## src/hw/rtl/rth_pkg.sv

```systemverilog
// ----------------------------------------------------------------------------
// rth_pkg
// Widths, types and the divider step of the RGB to HSV converter.
// ----------------------------------------------------------------------------
package rth_pkg;

    localparam int CHANNEL_BITS  = 8;
    localparam int FRACTION_BITS = 16;
    // divisor is at most 6 * chroma, so three bits above a channel
    localparam int DIV_BITS      = CHANNEL_BITS + 3;
    // signed sector term, down to -chroma and up to 5 * chroma
    localparam int NUM_BITS      = CHANNEL_BITS + 4;
    localparam int FRONT_STAGES  = 2;
    localparam int LATENCY       = FRONT_STAGES + FRACTION_BITS;

    typedef logic [CHANNEL_BITS-1:0]  chan_t;
    typedef logic [FRACTION_BITS-1:0] frac_t;
    typedef logic [DIV_BITS-1:0]      dword_t;
    typedef logic signed [NUM_BITS-1:0] num_t;

    typedef enum logic [1:0] {
        SECT_RED,
        SECT_GREEN,
        SECT_BLUE
    } sector_t;

    typedef struct packed {
        chan_t brightness;
        logic  sat_full;
    } side_t;

    typedef struct packed {
        dword_t rem;
        logic   qbit;
    } step_t;

    // One restoring division step; requires rem < den on entry.
    function automatic step_t div_step(input dword_t rem, input dword_t den);
        logic [DIV_BITS:0] rem2;
        logic [DIV_BITS:0] den2;
        step_t             res;
        rem2 = {rem, 1'b0};
        den2 = {1'b0, den};
        if (rem2 >= den2)
        begin
            res.qbit = 1'b1;
            res.rem  = DIV_BITS'(rem2 - den2);
        end
        else
        begin
            res.qbit = 1'b0;
            res.rem  = rem2[DIV_BITS-1:0];
        end
        return res;
    endfunction

endpackage

```

## src/hw/rtl/rth_div_pipe.sv

```systemverilog
// ----------------------------------------------------------------------------
// rth_div_pipe
// Two-lane pipelined fraction divider, one quotient bit per stage.
// ----------------------------------------------------------------------------
module rth_div_pipe
(
    input  logic           clk,
    input  logic           rst_n,
    input  logic           in_valid,
    input  rth_pkg::dword_t hue_num,
    input  rth_pkg::dword_t hue_den,
    input  rth_pkg::dword_t sat_num,
    input  rth_pkg::dword_t sat_den,
    input  rth_pkg::side_t in_side,
    output logic           out_valid,
    output rth_pkg::frac_t hue_q,
    output rth_pkg::frac_t sat_q,
    output rth_pkg::side_t out_side
);
    import rth_pkg::*;

    localparam int STAGES = FRACTION_BITS;

    logic   valid_reg    [STAGES];
    dword_t hue_rem_reg  [STAGES];
    dword_t hue_den_reg  [STAGES];
    frac_t  hue_quo_reg  [STAGES];
    dword_t sat_rem_reg  [STAGES];
    dword_t sat_den_reg  [STAGES];
    frac_t  sat_quo_reg  [STAGES];
    side_t  side_reg     [STAGES];

    genvar k;
    generate
        for (k = 0; k < STAGES; k++)
        begin : g_stage
            logic   valid_prev;
            dword_t hue_rem_prev;
            dword_t hue_den_prev;
            frac_t  hue_quo_prev;
            dword_t sat_rem_prev;
            dword_t sat_den_prev;
            frac_t  sat_quo_prev;
            side_t  side_prev;
            step_t  hue_step;
            step_t  sat_step;

            if (k == 0)
            begin : g_first
                assign valid_prev   = in_valid;
                assign hue_rem_prev = hue_num;
                assign hue_den_prev = hue_den;
                assign hue_quo_prev = '0;
                assign sat_rem_prev = sat_num;
                assign sat_den_prev = sat_den;
                assign sat_quo_prev = '0;
                assign side_prev    = in_side;
            end
            else
            begin : g_next
                assign valid_prev   = valid_reg[k-1];
                assign hue_rem_prev = hue_rem_reg[k-1];
                assign hue_den_prev = hue_den_reg[k-1];
                assign hue_quo_prev = hue_quo_reg[k-1];
                assign sat_rem_prev = sat_rem_reg[k-1];
                assign sat_den_prev = sat_den_reg[k-1];
                assign sat_quo_prev = sat_quo_reg[k-1];
                assign side_prev    = side_reg[k-1];
            end

            assign hue_step = div_step(hue_rem_prev, hue_den_prev);
            assign sat_step = div_step(sat_rem_prev, sat_den_prev);

            always_ff @(posedge clk or negedge rst_n)
            begin
                if (!rst_n)
                begin
                    valid_reg[k] <= 1'b0;
                end
                else
                begin
                    valid_reg[k] <= valid_prev;
                end
            end

            // shift the new quotient bit in at the bottom
            always_ff @(posedge clk)
            begin
                hue_rem_reg[k] <= hue_step.rem;
                hue_den_reg[k] <= hue_den_prev;
                hue_quo_reg[k] <= {hue_quo_prev[FRACTION_BITS-2:0], hue_step.qbit};
                sat_rem_reg[k] <= sat_step.rem;
                sat_den_reg[k] <= sat_den_prev;
                sat_quo_reg[k] <= {sat_quo_prev[FRACTION_BITS-2:0], sat_step.qbit};
                side_reg[k]    <= side_prev;
            end
        end
    endgenerate

    assign out_valid = valid_reg[STAGES-1];
    assign hue_q     = hue_quo_reg[STAGES-1];
    assign sat_q     = sat_quo_reg[STAGES-1];
    assign out_side  = side_reg[STAGES-1];

endmodule

```

## src/hw/rtl/rgb_to_hsv_pixel_top.sv

```systemverilog
// ----------------------------------------------------------------------------
// rgb_to_hsv_pixel_top: RGB to HSV pixel converter, fully pipelined.
// From start to done a pixel passes two front stages, then one
// divider stage per fraction bit. Throughput is one pixel per cycle; busy
// stays low. Reset clears all valid bits, so no done follows reset.
// ----------------------------------------------------------------------------
module rgb_to_hsv_pixel_top
(
    input  logic           clk,
    input  logic           rst_n,
    input  logic           start,
    input  rth_pkg::chan_t red,
    input  rth_pkg::chan_t green,
    input  rth_pkg::chan_t blue,
    output logic           busy,
    output logic           done,
    output rth_pkg::frac_t hue,
    output rth_pkg::frac_t saturation,
    output rth_pkg::chan_t brightness
);
    import rth_pkg::*;

    // stage 1: max, min and sector
    logic    s1_valid_reg;
    chan_t   s1_red_reg;
    chan_t   s1_green_reg;
    chan_t   s1_blue_reg;
    chan_t   s1_max_reg;
    chan_t   s1_min_reg;
    sector_t s1_sect_reg;
    chan_t   s1_max_next;
    chan_t   s1_min_next;
    sector_t s1_sect_next;

    // stage 2: divider operands
    logic    s2_valid_reg;
    dword_t  s2_hue_num_reg;
    dword_t  s2_hue_den_reg;
    dword_t  s2_sat_num_reg;
    dword_t  s2_sat_den_reg;
    side_t   s2_side_reg;
    dword_t  s2_hue_num_next;
    dword_t  s2_hue_den_next;
    dword_t  s2_sat_num_next;
    dword_t  s2_sat_den_next;
    side_t   s2_side_next;

    chan_t   chroma;
    num_t    chroma_s;
    num_t    sector_num;
    num_t    wrapped_num;
    dword_t  six_chroma;

    logic    div_valid;
    frac_t   div_hue_q;
    frac_t   div_sat_q;
    side_t   div_side;

    assign busy = 1'b0;

    // ties prefer red, then green
    always_comb
    begin
        if (red >= green && red >= blue)
        begin
            s1_sect_next = SECT_RED;
            s1_max_next  = red;
        end
        else if (green >= blue)
        begin
            s1_sect_next = SECT_GREEN;
            s1_max_next  = green;
        end
        else
        begin
            s1_sect_next = SECT_BLUE;
            s1_max_next  = blue;
        end
        s1_min_next = red;
        if (green < s1_min_next)
        begin
            s1_min_next = green;
        end
        if (blue < s1_min_next)
        begin
            s1_min_next = blue;
        end
    end

    always_comb
    begin
        chroma     = s1_max_reg - s1_min_reg;
        chroma_s   = num_t'({4'b0000, chroma});
        six_chroma = DIV_BITS'({chroma, 2'b00}) + DIV_BITS'({chroma, 1'b0});
        case (s1_sect_reg)
            SECT_RED:
                sector_num = num_t'({4'b0000, s1_green_reg})
                           - num_t'({4'b0000, s1_blue_reg});
            SECT_GREEN:
                sector_num = (chroma_s <<< 1) + num_t'({4'b0000, s1_blue_reg})
                           - num_t'({4'b0000, s1_red_reg});
            default:
                sector_num = (chroma_s <<< 2) + num_t'({4'b0000, s1_red_reg})
                           - num_t'({4'b0000, s1_green_reg});
        endcase
        wrapped_num = sector_num;
        if (sector_num < 0)
        begin
            wrapped_num = sector_num + num_t'({1'b0, six_chroma});
        end

        // gray pixel: feed 0 / 1 so the quotient comes out zero
        if (chroma == '0)
        begin
            s2_hue_num_next = '0;
            s2_hue_den_next = DIV_BITS'(1);
        end
        else
        begin
            s2_hue_num_next = wrapped_num[DIV_BITS-1:0];
            s2_hue_den_next = six_chroma;
        end

        // black pixel or ratio of one: bypass the divider
        s2_side_next.brightness = s1_max_reg;
        s2_side_next.sat_full   = (s1_max_reg != '0) && (s1_min_reg == '0);
        if (s1_max_reg == '0 || s1_min_reg == '0)
        begin
            s2_sat_num_next = '0;
            s2_sat_den_next = DIV_BITS'(1);
        end
        else
        begin
            s2_sat_num_next = DIV_BITS'(chroma);
            s2_sat_den_next = DIV_BITS'(s1_max_reg);
        end
    end

    always_ff @(posedge clk or negedge rst_n)
    begin
        if (!rst_n)
        begin
            s1_valid_reg <= 1'b0;
            s2_valid_reg <= 1'b0;
        end
        else
        begin
            s1_valid_reg <= start && !busy;
            s2_valid_reg <= s1_valid_reg;
        end
    end

    always_ff @(posedge clk)
    begin
        s1_red_reg     <= red;
        s1_green_reg   <= green;
        s1_blue_reg    <= blue;
        s1_max_reg     <= s1_max_next;
        s1_min_reg     <= s1_min_next;
        s1_sect_reg    <= s1_sect_next;
        s2_hue_num_reg <= s2_hue_num_next;
        s2_hue_den_reg <= s2_hue_den_next;
        s2_sat_num_reg <= s2_sat_num_next;
        s2_sat_den_reg <= s2_sat_den_next;
        s2_side_reg    <= s2_side_next;
    end

    rth_div_pipe u_div
    (
        .clk       (clk),
        .rst_n     (rst_n),
        .in_valid  (s2_valid_reg),
        .hue_num   (s2_hue_num_reg),
        .hue_den   (s2_hue_den_reg),
        .sat_num   (s2_sat_num_reg),
        .sat_den   (s2_sat_den_reg),
        .in_side   (s2_side_reg),
        .out_valid (div_valid),
        .hue_q     (div_hue_q),
        .sat_q     (div_sat_q),
        .out_side  (div_side)
    );

    assign done       = div_valid;
    assign hue        = div_hue_q;
    assign saturation = div_side.sat_full ? '1 : div_sat_q;
    assign brightness = div_side.brightness;

endmodule

```

## config.mk

```make
export PLATFORM = sky130hd
export DESIGN_NAME = rgb_to_hsv_pixel_top
export DESIGN_NICKNAME = d
export VERILOG_FILES = /design/src/hw/rtl/rth_pkg.sv /design/src/hw/rtl/rth_div_pipe.sv /design/src/hw/rtl/rgb_to_hsv_pixel_top.sv
export SDC_FILE = /design/constraint.sdc
export NUM_CORES = 2
export LEC_CHECK = 0
export CORE_MARGIN = 2
export CORE_UTILIZATION = 55
export CTS_BUF_LIST = sky130_fd_sc_hd__clkbuf_16
export CTS_CLUSTER_DIAMETER = 80
export CTS_CLUSTER_SIZE = 12
export DETAILED_ROUTE_END_ITERATION = 16
export DONT_BUFFER_PORTS = 1
export GPL_TIMING_DRIVEN = 0
export PLACE_DENSITY = 0.71
export SLEW_MARGIN = 20
export SYNTH_ARGS = -nofsm -noshare
export SYNTH_HDL_FRONTEND = slang
export SYNTH_SLANG_ARGS = --single-unit
```

## constraint.sdc

```tcl
create_clock -name clk -period 5.16 [get_ports clk]
set_input_delay 1.032 -clock clk [delete_from_list [all_inputs] [get_ports clk]]
set_output_delay 1.032 -clock clk [all_outputs]
set_load 0.02 [all_outputs]
```

-- Word level (Yosys, flattened, before mapping)
Memory sizes are Yosys's and may differ from the RTL's.
Index checks and enable logic that the tools add are counted.
- output and inout bits: 42
- input bits: 27
- memory bits (writable): 1360
- logic and storage cells: 165
- memories: 7
- flip-flop bits (word level): 110
- memories (name ; words ; bits a word ; read ports ; clocked after memory_dff ; write ports ; RTL line ; RTL):
    u_div.hue_quo_reg ; 16 ; 16 ; 16 ; 0 ; 16 ; rth_div_pipe.sv:27 ; frac_t hue_quo_reg [STAGES];
    u_div.sat_quo_reg ; 16 ; 16 ; 16 ; 0 ; 16 ; rth_div_pipe.sv:30 ; frac_t sat_quo_reg [STAGES];
    u_div.hue_den_reg ; 16 ; 11 ; 15 ; 0 ; 16 ; rth_div_pipe.sv:26 ; dword_t hue_den_reg [STAGES];
    u_div.hue_rem_reg ; 16 ; 11 ; 15 ; 0 ; 16 ; rth_div_pipe.sv:25 ; dword_t hue_rem_reg [STAGES];
    u_div.sat_den_reg ; 16 ; 11 ; 15 ; 0 ; 16 ; rth_div_pipe.sv:29 ; dword_t sat_den_reg [STAGES];
    u_div.sat_rem_reg ; 16 ; 11 ; 15 ; 0 ; 16 ; rth_div_pipe.sv:28 ; dword_t sat_rem_reg [STAGES];
    +1 memories ; - ; - ; - ; - ; - ; - ;
- $add $sub $neg: 40
- equal/unequal tests: 1
- order comparisons: 38
- multiplexer cells: 40
- reductions and logical operators: 8
- operator list (operator ; number):
    two-way mux 12 bit ; 32
    >= comparator 12 x 11 -> 1 bit ; 31
    subtractor 11 bit ; 32
    two-way mux 8 bit ; 4
    >= comparator 8 bit ; 3
    logical NOT 8 bit ; 3
    case mux 12 bit (2 select lines) ; 1
    less-than comparator 8 bit ; 2
    two-way mux 16 bit ; 1
    less-than comparator 12 x 1 -> 1 bit, second input constant ; 1
    subtractor 11 x 8 -> 12 bit ; 1
    adder 10 x 8 -> 11 bit ; 1
    adder 10 x 9 -> 11 bit ; 1
    adder 11 bit ; 1
    >= comparator 9 x 11 -> 1 bit ; 1
    two-way mux 11 bit ; 1
    subtractor 10 x 8 -> 11 bit ; 1
    adder 9 x 8 -> 10 bit ; 1
    subtractor 8 x 8 -> 9 bit ; 1
    nonzero test 8 bit ; 1
    subtractor 8 bit ; 1
    equality test 2 x 1 -> 1 bit, second input constant ; 1
    logical AND 1 bit ; 2
    logical NOT 2 bit ; 1
    other kinds (2) ; 2

-- Longest topological paths before layout
- depth in word-level cells: 6
- gate-level depth with buffers: 24
- depth with buffers taken out: 24

-- Modules after synthesis
Synthesis repeated with hierarchy kept, for this count alone.
- cells, all modules: 4552
- area total of the unflattened synthesis: 48480.2 µm²
- by module, submodules not included (module ; instances ; sequential area each (µm²) ; cells an instance ; area an instance (µm²)):
    rth_div_pipe ; 1 ; 21941.0 ; 3874 ; 42280.6
    rgb_to_hsv_pixel_top ; 1 ; 1831.8 ; 678 ; 6199.7

-- Worst setup path after synthesis
Ideal clock, no wire load.
- path kind: reg-to-reg
- from: reg s1_max_reg[0]
- to: reg s2_hue_num_reg[9]
- slack: 739 ps
- setup time: 74 ps
- cell stages (with the launch flop): 24
- data arrival time: 4346 ps
- data required time: 5086 ps
- clock period less this slack: 4421 ps
- buffers on the path: 0
- path through: dfxtp_1 inv_1 ha_1 fa_1 nor2b_1 o21ai_0 nand2b_1 a21o_1 a21oi_1 xor2_1 fa_1 inv_1 ha_1 o21ai_0 o21bai_1 a21oi_1 xnor3_1 nand2_1 a21boi_0 ha_1 or3_1 a222oi_1 a32oi_1 o21ai_0
- longest elaborated chain between the ends: 6
- elaborated cells on any way between the ends: 11
- those cells by class: add/sub: 7; order compare: 1; mux: 2; reduce/logical: 1
- ends and longest elaborated chain (element ; RTL line ; RTL):
    from (decl) ; rgb_to_hsv_pixel_top.sv:28 ; chan_t s1_max_reg;
    from (signal assigned) ; rgb_to_hsv_pixel_top.sv:158 ; s1_max_reg <= s1_max_next;
    subtractor 8 bit * ; rgb_to_hsv_pixel_top.sv:92 ; chroma = s1_max_reg - s1_min_reg;
    adder 10 x 8 -> 11 bit / adder 9 x 8 -> 10 bit (equally long branches) ; rgb_to_hsv_pixel_top.sv:103, rgb_to_hsv_pixel_top.sv:100 ;
    subtractor 11 x 8 -> 12 bit / subtractor 10 x 8 -> 11 bit (equally long branches) ; rgb_to_hsv_pixel_top.sv:104, rgb_to_hsv_pixel_top.sv:101 ;
    case mux 12 bit (2 select lines) ; rgb_to_hsv_pixel_top.sv:95 ; case (s1_sect_reg)
    adder 11 bit / less-than comparator 12 x 1 -> 1 bit (equally long branches) ; rgb_to_hsv_pixel_top.sv:109, rgb_to_hsv_pixel_top.sv:107 ;
    two-way mux 11 bit ; rgb_to_hsv_pixel_top.sv:107 ; if (sector_num < 0)
    to (signal assigned) ; rgb_to_hsv_pixel_top.sv:161 ; s2_hue_num_reg <= s2_hue_num_next;
    to (decl) ; rgb_to_hsv_pixel_top.sv:37 ; dword_t s2_hue_num_reg;
Every way passes the cells marked *; elsewhere a longest branch is shown, timed or not.
A chain may end at the register's enable or synchronous reset.

-- Worst setup path after layout
Ends and elaborated chain as after synthesis.

==> run_results.csv <==
group,metric,value,unit
run_status,status,"finished clean",
setup_path,critPathRequiredTime,5.72,ns
final_layout,finalNonFillerCells,5305,
floorplan,ios,69,
floorplan,start_util,55.4,%
setup_path,critPathMaxFanout,5,
route,vias_per_cell,5.13,
sta,slew_violations,0,
setup_path,critPathCapture,"s2_hue_num_reg[9]",
sta,setup_viol,0,
synthesis,netlist.top_cell.by_area,"dfxtp_1",
final_layout,area_delta_synth_final,9.87,%
synthesis,synth_edf_count,0,
sta,finalCritPeriodShare,95.4,%
floorplan,core,0.0803,mm2
setup_path,r2r_slack,0.24,ns
cts,htreeDepth,3,
sta,fin_tns_setup,0,ns
route,antenna_left,0,
place,gp_congestion,0.880,
setup_path,critical_path_arrival,5.48,ns
final_layout,seqCellArea,0.0229,mm2
setup_path,r2r_end,"s2_hue_num_reg[9]",
place,dp_hpwl,56200,um
grt,grt_pass1_wl,129000,um
sta,min_period,4.92,ns
synthesis,dominantRegCellSynth,"dfxtp_1",
synthesis,synth_cell_types,81,
grt,grt_antenna_before_repair,0,
route,routed_wl,75700,um
setup_path,r2r-start,"s1_max_reg[0]",
synthesis,async_reset_ff_share,1.58,%
cts,clk_latency,0.69,ns
final_layout,n_antenna_cell,0,
synthesis,synth.cell_area,0.0445,mm2
route,first_pass_iters,5,
cts,cts-root-buf,"clkbuf_16",
sta,worst_pin_slew,0.809,ns
floorplan,dieArea,0.0832,mm2
synthesis,synth_cells,4120,
final_layout,layout.nets,4700,
final_layout,nFillCells,6476,
floorplan,die_y,288,um
place,place_area,0.0458,mm2
synthesis,seq_area_frac_synth,51.4,%
grt,grt_pass1_vias,28100,
synthesis,synth_top_area_share,50.4,%
cts,cts_tree,"built",
place,place_inst,5180,
sta,relSlewSlack,46.0,%
setup_path,r2r_cells,22,
cts,clock_sinks,1138,
grt,grt_max_degree,21,
floorplan,placementRows,104,
setup_path,startpoint,"s1_max_reg[0]",
floorplan,die_w,288,um
flow_run,cap_violations,0,
grt,overflow,0,
route,drc,0,
final_layout,drive_gt1_share,10.6,%
final_layout,multi_input_area,0.0196,mm2
place,io_buffers,0,
sta,fmax,203,MHz
worst_hold_path,min_path_type,"reg2reg",
setup_path,path_class,"reg2reg",
synthesis,ys_seq_elements,1138,
sta,finalHoldViolCount,0,
cts,cts_buffers,105,
cts,clkTransAtPathRegs,0.06,ns
grt,grtUsageTotal,18.6,%
route,dr.first_iter.drc_count,1223,
route,vias,27200,
synthesis,synth_fp_nets,4587,
route,wl_per_cell,14.3,um
cts,clk_path_buf_depth,3,
synthesis,synth_area_per_cell,10.8,um2
sta,clock_skew,0.0740,ns
setup_path,end_kind,"flip-flop",
synthesis,yosys-top-cells-area,"dfxtp_1 (50%), ha_1 (11%), mux2_2 (5.0%)",
setup_path,start_kind,"flip-flop",
synthesis,yosys_warnings,0,
sta,rsz0062_at_grt,"no",
final_layout,fin_area,0.0489,mm2
-- worst max-delay path: stages (launching register included) --
cell and delay, ns:
dfxtp_2 0.34, inv_1 0.06, ha_2 0.20, fa_2 0.44
nor2b_1 0.12, o21ai_0 0.09, nand2b_1 0.22, xnor2_4 0.18
fa_1 0.47, inv_1 0.11, ha_4 0.21, a41o_1 0.26
buf_4 0.14, nor4_2 0.29, o21a_1 0.17, o21ai_0 0.10
a22oi_2 0.25, ha_4 0.21, a2111oi_2 0.05, or3_1 0.36
a222oi_1 0.30, a32oi_1 0.10, o21ai_0 0.11
-- per-stage QoR --
step / hold slack (ns) / utilization, % / setup WS (ns)
after floorplan: 0.310 / - / 0.739
after global placement: 0.310 / 57.1 / 0.0194
after detailed placement: 0.312 / 57.1 / -0.0911
after CTS: 0.250 / 60.7 / 0.0101
after global routing: 0.253 / 60.9 / 0.00453
final: 0.255 / 60.9 / 0.239
-- metal layers --
| metal | wire length, um | track usage [%] |
|---|---|---|
| met5 | 0 | 0 |
| met4 | 2070 | 6.79 |
| met3 | 2280 | 2.76 |
| met2 | 38100 | 34.5 |
| met1 | 33300 | 21.5 |
-- cell usage in the layout, fill, tap and decap left out, types with 59 or more instances in the layout --
cell | Yosys | final
dfxtp_1 | 1120 | 1119
a21oi_1 | 140 | 137
xor2_1 | 68 | 65
ha_1 | 391 | 387
mux2_2 | 197 | 197
xnor2_1 | 152 | 150
inv_1 | 512 | 517
nand2_1 | 111 | 111
o21ai_0 | 161 | 159
nor3_1 | 59 | 59
clkbuf_16 | 0 | 105
mux2i_1 | 66 | 66
nor2b_1 | 83 | 82
nor2_1 | 237 | 237
-- final cells by class --
| type | instances | share of cell area [%] |
|---|---|---|
| Sequential cell | 1138 | 46.8 |
| Inverter | 513 | 3.94 |
| Timing Repair Buffer | 6 | 0.0972 |
| Tap cell | 1060 | 2.71 |
| Clock inverter | 14 | 0.502 |
| Clock buffer | 105 | 5.37 |
| Buffer | 35 | 0.466 |
| Multi-Input combinational cell | 2434 | 40.1 |
-- how the worst min path moves through the flow --
stage                                         from  cells after the start  slack, ns                        end
final                      u_div.hue_quo_reg[1][3]                      0       0.25   u_div.hue_quo_reg[1][20]
after detailed placement  u_div.hue_quo_reg[0][83]                      0       0.31  u_div.hue_quo_reg[0][100]
after global routing       u_div.hue_quo_reg[1][3]                      0       0.25   u_div.hue_quo_reg[1][20]
after CTS                  u_div.hue_quo_reg[1][3]                      0       0.25   u_div.hue_quo_reg[1][20]
after global placement    u_div.sat_quo_reg[0][16]                      0       0.31   u_div.sat_quo_reg[0][33]
after floorplan           u_div.hue_quo_reg[0][83]                      0       0.31  u_div.hue_quo_reg[0][100]
-- cells in the mapped netlist, types with 15 or more instances --
master,number
dfxtp_1,1120
inv_1,512
ha_1,391
nor2_1,237
mux2_2,197
o21ai_0,161
xnor2_1,152
a21oi_1,140
nand2_1,111
nor2b_1,83
xor2_1,68
mux2i_1,66
nor3_1,59
o21a_1,56
or2_2,50
fa_1,49
nand2b_1,49
a211oi_1,41
nand3_1,41
and2_1,40
nand4_1,35
a21boi_0,30
a21o_1,29
o21ai_1,29
o22ai_1,29
or3_1,28
nor4_1,27
o31a_1,27
o31ai_1,27
buf_4,23
o211ai_1,21
dfrtp_1,18
nand3b_1,15
-- timing repair --
action	4_1_cts	5_1_grt
setup buffers	0	5
endpoints found under the hold margin	18	0
pin swaps	0	9
setup endpoints to repair	1	2
hold buffers	1	0
resized for setup	5	23
-- cells by family (layout without fill, tap and decap cells) --
family / after synthesis / count (layout) / synth area share (%)
AO/OA/AOI/OAI: 691 / 691 / 10.3
adder cells (fa/ha/maj): 440 / 440 / 13.2
AND/OR/NAND/NOR: 818 / 818 / 9.42
multiplexers: 263 / 263 / 6.47
buffers and inverters: 548 / 673 / 4.84
flip-flops: 1138 / 1138 / 51.4
other: 1 / 1 / 0.00843
XOR/XNOR: 221 / 221 / 4.38
Power is left out: the tool's default activity adds up to more than one toggle a clock period on the data nets, which glitch-free logic cannot reach.
